$ cat src/design/smtp_scn_pkg.sv
// ----------------------------------------------------------------------------
// SMTP scanner package
// Shared response codes, command patterns and stage result structs.
// ----------------------------------------------------------------------------
package smtp_scn_pkg;

	typedef enum logic [2:0] {
		RSP_NONE       = 3'd0,
		RSP_START_DATA = 3'd1,
		RSP_HELLO      = 3'd2,
		RSP_SENDER_OK  = 3'd3,
		RSP_RCPT_OK    = 3'd4,
		RSP_BYE        = 3'd5,
		RSP_QUEUED     = 3'd6,
		RSP_TOO_BIG    = 3'd7
	} resp_t;

	localparam int unsigned WindowBytes = 9;
	localparam int unsigned CountW      = 16;

	// Last character sits in the low byte, matching the history layout.
	localparam logic [47:0] PatData = 48'h44_41_54_41_0D_0A;
	localparam logic [31:0] PatEhlo = "EHLO";
	localparam logic [79:0] PatMail = "MAIL FROM:";
	localparam logic [63:0] PatRcpt = "RCPT TO:";
	localparam logic [31:0] PatQuit = "QUIT";

	// Four stored bytes before the final LF of CR LF . CR LF, oldest highest.
	localparam logic [31:0] TailEnd = 32'h0D_0A_2E_0D;
	localparam logic [7:0]  ByteLf  = 8'h0A;

	typedef struct packed {
		logic  hit;
		logic  is_data;
		logic  is_quit;
		resp_t resp;
	} cmd_res_t;

	typedef struct packed {
		logic              store;
		logic              done;
		resp_t             resp;
		logic [CountW-1:0] index;
		logic [CountW-1:0] msg_len;
	} msg_res_t;

endpackage

$ cat src/design/smtp_scn_cmd.sv
// ----------------------------------------------------------------------------
// SMTP scanner command matcher
// Holds the last nine command-mode bytes and decodes a command ending now.
// ----------------------------------------------------------------------------
module smtp_scn_cmd (
	input  logic                    clk,
	input  logic                    arst_n,
	input  logic                    step,
	input  logic [7:0]              cur_byte,
	output smtp_scn_pkg::cmd_res_t  res
);

	// newest previous byte in [7:0]
	logic [smtp_scn_pkg::WindowBytes*8-1:0] window_q;
	logic [smtp_scn_pkg::WindowBytes*8+7:0] hist;
	logic                                   m_data, m_ehlo, m_mail, m_rcpt, m_quit;

	assign hist   = {window_q, cur_byte};
	assign m_data = hist[47:0] == smtp_scn_pkg::PatData;
	assign m_ehlo = hist[31:0] == smtp_scn_pkg::PatEhlo;
	assign m_mail = hist[79:0] == smtp_scn_pkg::PatMail;
	assign m_rcpt = hist[63:0] == smtp_scn_pkg::PatRcpt;
	assign m_quit = hist[31:0] == smtp_scn_pkg::PatQuit;

	always_comb begin
		res.is_data = m_data;
		res.is_quit = 1'b0;
		res.resp    = smtp_scn_pkg::RSP_NONE;
		if (m_data) begin
			res.resp = smtp_scn_pkg::RSP_START_DATA;
		end else if (m_ehlo) begin
			res.resp = smtp_scn_pkg::RSP_HELLO;
		end else if (m_mail) begin
			res.resp = smtp_scn_pkg::RSP_SENDER_OK;
		end else if (m_rcpt) begin
			res.resp = smtp_scn_pkg::RSP_RCPT_OK;
		end else if (m_quit) begin
			res.resp    = smtp_scn_pkg::RSP_BYE;
			res.is_quit = 1'b1;
		end
		res.hit = res.resp != smtp_scn_pkg::RSP_NONE;
	end

	always_ff @(posedge clk or negedge arst_n) begin
		if (!arst_n) begin
			window_q <= '0;
		end else if (step) begin
			if (m_data) begin
				window_q <= '0;
			end else begin
				window_q <= hist[smtp_scn_pkg::WindowBytes*8-1:0];
			end
		end
	end

endmodule

$ cat src/design/smtp_scn_msg.sv
// ----------------------------------------------------------------------------
// SMTP scanner message path
// Stores data-mode bytes under the limit and spots the end-of-data tail.
// ----------------------------------------------------------------------------
module smtp_scn_msg (
	input  logic                              clk,
	input  logic                              arst_n,
	input  logic                              step,
	input  logic [7:0]                        cur_byte,
	input  logic [smtp_scn_pkg::CountW-1:0]   limit,
	output smtp_scn_pkg::msg_res_t            res
);

	logic [smtp_scn_pkg::CountW-1:0] count_q;
	logic [31:0]                     tail_q;
	logic                            room;

	assign room = count_q < limit;

	always_comb begin
		res.store   = room;
		res.index   = count_q;
		// count_q >= 4 means at least five bytes stored including this one
		res.done    = room && (count_q >= smtp_scn_pkg::CountW'(4))
		              && (tail_q == smtp_scn_pkg::TailEnd)
		              && (cur_byte == smtp_scn_pkg::ByteLf);
		res.msg_len = res.done ? count_q - smtp_scn_pkg::CountW'(4) : '0;
		if (!room) begin
			res.resp = smtp_scn_pkg::RSP_TOO_BIG;
		end else if (res.done) begin
			res.resp = smtp_scn_pkg::RSP_QUEUED;
		end else begin
			res.resp = smtp_scn_pkg::RSP_NONE;
		end
	end

	always_ff @(posedge clk or negedge arst_n) begin
		if (!arst_n) begin
			count_q <= '0;
			tail_q  <= '0;
		end else if (step && room) begin
			count_q <= count_q + smtp_scn_pkg::CountW'(1);
			tail_q  <= {tail_q[23:0], cur_byte};
		end
	end

endmodule

$ cat src/design/smtp_command_and_data_scanner.sv
// ----------------------------------------------------------------------------
// SMTP command and data scanner
// Byte-stream scanner for an SMTP receiver: command decode and message store.
// ----------------------------------------------------------------------------
// Takes one byte per clock and keeps that rate indefinitely when the output
// side is ready. Each byte passes an input register and combinational decode,
// then lands in the output register; a stalled byte waits in the input register.
// In command mode only recognized commands produce a result; in data mode
// every byte produces one. data_limit is written through
// data_limit_we/data_limit_wdata and should only change while the block idles.
module smtp_command_and_data_scanner (
	input  logic        clk,
	input  logic        arst_n,
	input  logic        data_limit_we,
	input  logic [15:0] data_limit_wdata,
	input  logic        s_tvalid,
	output logic        s_tready,
	input  logic [7:0]  s_tdata,    // [7:0] data_byte
	output logic        m_tvalid,
	input  logic        m_tready,
	// [2:0] response, [3] store_valid, [11:4] store_byte, [27:12] store_index,
	// [43:28] message_length, [44] quit_seen, [45] message_ready, [47:46] zero
	output logic [47:0] m_tdata
);

	logic                              in_valid_s1;
	logic [7:0]                        in_byte_s1;
	logic                              advance;
	logic                              data_mode_q, quit_q, ready_q;
	logic [smtp_scn_pkg::CountW-1:0]   limit_q;
	smtp_scn_pkg::cmd_res_t            cmd_res;
	smtp_scn_pkg::msg_res_t            msg_res;
	logic                              emit, quit_nxt, ready_nxt;

	logic                              out_valid_s2;
	smtp_scn_pkg::resp_t               resp_s2;
	logic                              store_s2, quit_s2, ready_s2;
	logic [7:0]                        byte_s2;
	logic [smtp_scn_pkg::CountW-1:0]   index_s2, len_s2;

	assign advance  = in_valid_s1 && (!out_valid_s2 || m_tready);
	assign s_tready = !in_valid_s1 || advance;

	always_ff @(posedge clk or negedge arst_n) begin
		if (!arst_n) begin
			limit_q <= '1;
		end else if (data_limit_we) begin
			limit_q <= data_limit_wdata;
		end
	end

	always_ff @(posedge clk or negedge arst_n) begin
		if (!arst_n) begin
			in_valid_s1 <= 1'b0;
		end else if (s_tready) begin
			in_valid_s1 <= s_tvalid;
		end
	end

	always_ff @(posedge clk) begin
		if (s_tready && s_tvalid) begin
			in_byte_s1 <= s_tdata;
		end
	end

	smtp_scn_cmd u_cmd (
		.clk      (clk),
		.arst_n   (arst_n),
		.step     (advance && !data_mode_q),
		.cur_byte (in_byte_s1),
		.res      (cmd_res)
	);

	smtp_scn_msg u_msg (
		.clk      (clk),
		.arst_n   (arst_n),
		.step     (advance && data_mode_q),
		.cur_byte (in_byte_s1),
		.limit    (limit_q),
		.res      (msg_res)
	);

	always_comb begin
		emit      = data_mode_q || cmd_res.hit;
		quit_nxt  = quit_q;
		ready_nxt = ready_q;
		if (data_mode_q) begin
			if (msg_res.done) begin
				quit_nxt  = 1'b1;
				ready_nxt = 1'b1;
			end
		end else if (cmd_res.is_quit) begin
			quit_nxt = 1'b1;
		end
	end

	always_ff @(posedge clk or negedge arst_n) begin
		if (!arst_n) begin
			data_mode_q  <= 1'b0;
			quit_q       <= 1'b0;
			ready_q      <= 1'b0;
			out_valid_s2 <= 1'b0;
		end else if (advance) begin
			quit_q       <= quit_nxt;
			ready_q      <= ready_nxt;
			out_valid_s2 <= emit;
			if (data_mode_q) begin
				data_mode_q <= !msg_res.done;
			end else begin
				data_mode_q <= cmd_res.is_data;
			end
		end else if (m_tready) begin
			out_valid_s2 <= 1'b0;
		end
	end

	always_ff @(posedge clk) begin
		if (advance) begin
			quit_s2  <= quit_nxt;
			ready_s2 <= ready_nxt;
			if (data_mode_q) begin
				resp_s2  <= msg_res.resp;
				store_s2 <= msg_res.store;
				byte_s2  <= msg_res.store ? in_byte_s1 : 8'd0;
				index_s2 <= msg_res.store ? msg_res.index : '0;
				len_s2   <= msg_res.msg_len;
			end else begin
				resp_s2  <= cmd_res.resp;
				store_s2 <= 1'b0;
				byte_s2  <= 8'd0;
				index_s2 <= '0;
				len_s2   <= '0;
			end
		end
	end

	assign m_tvalid = out_valid_s2;
	assign m_tdata  = {2'b00, ready_s2, quit_s2, len_s2, index_s2, byte_s2, store_s2,
	                   resp_s2};

	// a stored byte only ever answers nothing or queued
	assert property (@(posedge clk) disable iff (!arst_n)
		m_tvalid && store_s2 |-> resp_s2 == smtp_scn_pkg::RSP_NONE
		                      || resp_s2 == smtp_scn_pkg::RSP_QUEUED)
		else $error("stored byte with unexpected response");

	assert property (@(posedge clk) disable iff (!arst_n)
		m_tvalid && resp_s2 == smtp_scn_pkg::RSP_TOO_BIG |-> !store_s2)
		else $error("too-big response with stored byte");

	assert property (@(posedge clk) disable iff (!arst_n)
		m_tvalid && ready_s2 |-> quit_s2)
		else $error("message ready without quit flag");

	// a queued result always returns to command mode
	assert property (@(posedge clk) disable iff (!arst_n)
		advance && data_mode_q && msg_res.done |=> !data_mode_q)
		else $error("still in data mode after end of message");

	assert property (@(posedge clk) disable iff (!arst_n)
		in_valid_s1 && !advance |=> in_valid_s1 && $stable(in_byte_s1))
		else $error("held input request lost");

endmodule
$ cat config.mk
export PLATFORM = sky130hd
export DESIGN_NAME = smtp_command_and_data_scanner
export DESIGN_NICKNAME = d
export VERILOG_FILES = /design/src/design/smtp_scn_pkg.sv /design/src/design/smtp_scn_cmd.sv /design/src/design/smtp_scn_msg.sv /design/src/design/smtp_command_and_data_scanner.sv
export SDC_FILE = /design/constraint.sdc
export NUM_CORES = 1
export LEC_CHECK = 0
export BUFFER_PORTS_ARGS = -buffer_cell sky130_fd_sc_hd__buf_2
export CAP_MARGIN = 20
export CORE_MARGIN = 3
export CORE_UTILIZATION = 53
export DETAILED_ROUTE_END_ITERATION = 6
export PLACE_DENSITY_LB_ADDON = 0.1
export SLEW_MARGIN = 15
export SYNTH_ARGS = -nofsm -noshare
export SYNTH_HDL_FRONTEND = slang
export SYNTH_SLANG_ARGS = --single-unit
$ cat constraint.sdc
create_clock -name clk -period 3.1 [get_ports clk]
set_clock_uncertainty 0.2 [all_clocks]
set_input_delay 0 -clock clk [delete_from_list [all_inputs] [get_ports clk]]
set_output_delay 0 -clock clk [all_outputs]
set_load 0.01 [all_outputs]
# == Word level (Yosys, flattened, before mapping) ==
# Index checks and enable logic that the tools add are counted.
# totals
input_bits,29
ff_bits,195
out_inout_bits,50
wordCells,68
# op_classes
reduce_logical,19
muxes,21
add_sub_neg,2
order_cmp,2
n_eq_ne,7
# ops
op,count
80-bit by 79-bit equality test with 1-bit output (second input constant),1
72-bit 2-to-1 mux,1
32-bit by 31-bit equality test with 1-bit output (second input constant),2
64-bit by 63-bit equality test with 1-bit output (second input constant),1
48-bit by 47-bit equality test with 1-bit output (second input constant),1
32-bit by 28-bit equality test with 1-bit output (second input constant),1
3-bit 2-to-1 mux,7
16-bit by 1-bit adder with 16-bit output (second input constant),1
16-bit by 3-bit >= comparator with 1-bit output (second input constant),1
16-bit < comparator,1
16-bit by 3-bit subtractor with 16-bit output (second input constant),1
1-bit 2-to-1 mux,12
8-bit by 4-bit equality test with 1-bit output (second input constant),1
1-bit logical AND,8
1-bit zero test,4
4-bit 2-to-1 mux,1
2-bit AND reduction,2
1-bit logical OR,3
3-bit nonzero test,1
2-bit nonzero test,1

# == Depth between registers and ports, before layout ==
# depth
depth_word,9
ltp_mapped,9

# == Cells and area by module ==
# A second synthesis with hierarchy kept.
# hier_totals
hier_cells,753
hier_area_um2,9231.4
# modules_own_cells
module,area_each_um2,instances,seq_area_each_um2,cells_per_inst
smtp_scn_cmd,3315.7,1,1801.7,311
smtp_scn_msg,3054.2,1,1201.2,275
smtp_command_and_data_scanner,2861.5,1,2167.1,167

# == Least setup slack after synthesis ==
# No wires, ideal clock.
# synth_timing
path_kind,register -> register
startpoint,"register out_valid_s2, in the netlist m_tvalid"
endpoint,register u_msg.count_q[6] (netlist name)
synth_period_minus_slack_ns,3.022
slack_ns,0.078
arrival_time_ns,2.691
path_stages_with_launch,7
path_cell_list,dfrtp_1 nand2b_1 and2_1 clkbuf_1 clkbuf_1 nand4_1 xnor2_1
# synth_via
elab_chain_len,5
# synth_lines
element,line,source
"start, declared",smtp_command_and_data_scanner.sv:35,logic out_valid_s2;
"start signal, assigned",smtp_command_and_data_scanner.sv:106,out_valid_s2 <= emit;
1-bit zero test,smtp_command_and_data_scanner.sv:41,assign advance = in_valid_s1 && (!out_valid_s2 || m_tready);
1-bit logical OR,smtp_command_and_data_scanner.sv:41,
1-bit logical AND,smtp_command_and_data_scanner.sv:41,
via advance,smtp_command_and_data_scanner.sv:28,logic advance;
1-bit logical AND,smtp_command_and_data_scanner.sv:77,".step (advance && data_mode_q),"
1-bit logical AND,smtp_scn_msg.sv:41,end else if (step && room) begin
"end signal, assigned",smtp_scn_msg.sv:42,count_q <= count_q + smtp_scn_pkg::CountW'(1);
"end, declared",smtp_scn_msg.sv:14,logic [smtp_scn_pkg::CountW-1:0] count_q;
# The timed path passes the listed nets, and every way through them passes these cells.
# A chain may end at the register's enable or synchronous reset.

# == Worst setup path in the final report ==
# layout_timing
startpoint,register limit_q[7] (netlist name)
endpoint,register u_msg.tail_q[25]
# layout_via
elab_chain_len,2
# layout_lines
element,line,source
"start, declared",smtp_command_and_data_scanner.sv:30,logic [smtp_scn_pkg::CountW-1:0] limit_q;
"start signal, assigned",smtp_command_and_data_scanner.sv:48,limit_q <= data_limit_wdata;
16-bit < comparator,smtp_scn_msg.sv:18,assign room = count_q < limit;
1-bit logical AND,smtp_scn_msg.sv:41,
"end signal, assigned",smtp_scn_msg.sv:43,"tail_q <= {tail_q[23:0], cur_byte};"
"end, declared",smtp_scn_msg.sv:15,logic [31:0] tail_q;
# No other way between the ends.

==> results.toml <==
[run_status]
outcome = "finished, final reports clean"

[grt]
grt_max_degree = 73
grt_pass1_wl_microns = 31700
antenna_found_initial = 0
track_usage = 0.228
grt_pass1_vias = 5954
grt_remaining_overflow = 0

[clock_tree]
cts_tree = "built"
clk_latency_ps = 430
clk_pin_slew_ps = 70
ctsLongestPathBuffers = 2
cts.sinks = 195
cts_made_buffers = 17
htree_levels = 4
root_buffer = "clkbuf_16"

[timing]
setup_viol = 0
rsz0062_at_grt = "no"
holdWs_ps = 72.2
final_max_slew_viol_count = 0
fin_crit_ps = 2920
fmax_ghz = 0.342
fin_setup_tns_ps = 0
hold_viol = 0
period_share = 0.943
tightestPinTransition_ps = 840
slew-limit-headroom = 0.440

[logic_synthesis]
avgSynthCellArea_sq_um = 12.9
synth_cells = 654
asyncSetResetFlopFracSynth = 0.723
ys_seq_elements = 195
synth_edf_count = 54
syn_area_sq_um = 8460
synth_area_leaders = "dfrtp_1 37%, edfxtp_1 19%, mux2_2 9.1%, dfstp_2 5.0%, a22o_1 3.8%"
synth_cell_types = 50
ys_warn_count = 0
synth_top_area_frac = 0.370
dominantRegCellSynth = "dfrtp_1"
synth_top_area_cell = "dfrtp_1"
ys_seq_area_frac = 0.611

[critical_path]
path_class = "register to register"
cp_slowest_stage_delay_ps = 520
slowest_stage = "dfstp_2"
required_ps = 3210
cp_data_arrival_time_ps = 3040
path_cells = "inv_1 > ha_1 > a21oi_1 > o21ai_0 > a221o_1 > a2111oi_4 > nand2_1 > buf_12 > mux2_2"
reg2reg_slack_ps = 180
end_kind = "register"
cp-start-kind = "register"
critPathMaxFanout = 34

[route]
wl_per_cell_microns = 18.7
drt_iter0_markers = 444
wl_microns = 19200
drtPass1Iterations = 6
vias_per_cell = 5.65
drc = 0
via_count = 5802
ant_nets = 0

[placed_design]
dp_hpwl_microns = 12600
portBuffers = 76
routabilityCongestion = 0.841

[die]
io-pin-count = 79
design.core.area_sq_um = 15400
die_w_microns = 132
die_y_microns = 132
design.die.area_sq_um = 17500
rows = 45
start_util = 0.548

[power]
p_leak_nw = 4.81
p_total_mw = 5.83
pwr_density_cell_nw_per_um2 = 561
peakVddDrop_v = 0.000422

[min_path]
hp-class = "input pin to register"

[final_layout]
final_common_cell = "dfrtp_1"
multi_input_area_sq_um = 3080
final_nets = 851
final_cell_mix = "125 x dfrtp_1, 75 x buf_2, 68 x mux2_2, 61 x dlygate4sd3_1, 54 x edfxtp_1"
seq_area_sq_um = 5170
area.growth.synth_to_final_pct = 22.9
drive_above_1_share = 0.279
fill_cells = 1170
insertedDiodeCount = 0

[job]
maxCapViolations = 0
[report_power, final]
group	internal (mW)	switching [mW]
clock	1.24	0.952
sequential	2.88	0.231
combinational	0.296	0.226
total	4.42	1.41
[cells by family after synthesis]
family | Yosys count | share of synthesized area
AO/OA/AOI/OAI | 86 | 0.0764
adder cells (fa/ha/maj) | 20 | 0.0296
XOR/XNOR | 25 | 0.0259
flip-flops | 195 | 0.611
buffers and inverters | 56 | 0.0277
AND/OR/NAND/NOR | 203 | 0.138
multiplexers | 68 | 0.0906
other | 1 | 0.000443
[cell type report]
type / instances / area share
clock buffers: 21 / 0.0444
clock inverters: 11 / 0.0123
inverters: 22 / 0.00795
multi-input cells: 404 / 0.296
flip-flops and latches: 195 / 0.498
well taps: 211 / 0.0254
repair buffers: 162 / 0.116
[per-stage QoR]
step,utilization,setup WS (ps),cells,cell area [sq um]
2_1_floorplan,-,77.7,655,8460
3_3_place_gp,0.595,201,933,9180
3_5_place_dp,0.595,150,933,9180
4_1_cts,0.673,125,1026,10400
5_1_grt,0.674,63.2,1026,10400
6_report,0.674,177,1026,10400
[sequential cells by signal, indices dropped and copies added, names as in the netlist]
register        count
u_cmd.window_q     72
u_msg.tail_q       32
index_s2           16
len_s2             16
limit_q            16
u_msg.count_q      16
byte_s2             8
in_byte_s1          8
resp_s2             3
data_mode_q         1
in_valid_s1         1
m_tvalid            1
quit_q              1
quit_s2             1
ready_q             1
ready_s2            1
store_s2            1
[layer usage]
| metal | global-route usage | vias up | part of all wire |
|---|---|---|---|
| li1 | - | 2691 | - |
| met1 | 0.322 | 2914 | 0.46 |
| met2 | 0.353 | 160 | 0.47 |
| met3 | 0.0508 | 37 | 0.048 |
| met4 | 0.0785 | 0 | 0.020 |
| met5 | 0 | - | 0 |
[worst max-delay path, delay by kind of cell (launching register included)]
kind / cells / cell delay, ps
AO/OA/AOI/OAI: 4 / 1040
adder cells (fa/ha/maj): 1 / 330
buffers and inverters: 2 / 260
AND/OR/NAND/NOR: 1 / 170
multiplexers: 1 / 290
flip-flops: 1 / 520
[synth_stat cells (21+ instances only)]
| cell | instances |
|---|---|
| nand2_1 | 34 |
| nor2_1 | 30 |
| edfxtp_1 | 54 |
| a22o_1 | 37 |
| dfrtp_1 | 125 |
| and2_1 | 24 |
| mux2_2 | 68 |
| inv_1 | 21 |
| xnor2_1 | 22 |
| clkbuf_1 | 25 |
[worst paths after layout]
path                             from            endpoint  cells past startpoint
setup / recovery           limit_q[7]    u_msg.tail_q[25]                      9
hold / removal             s_tdata[6]       in_byte_s1[6]                      2
setup reg to reg           limit_q[7]    u_msg.tail_q[25]                      9
hold reg to reg               ready_q             ready_q                      1
max in group asynchronous      arst_n   u_msg.count_q[15]                      4
min in group asynchronous      arst_n  u_cmd.window_q[17]                      3
[what timing repair did]
item	in CTS	in global routing
hold endpoints to repair	173	0
hold buffers	61	0
resized for setup	0	2
buffers inserted	0	0
setup endpoints to repair	0	42
Power figures use the tool's default switching activity.
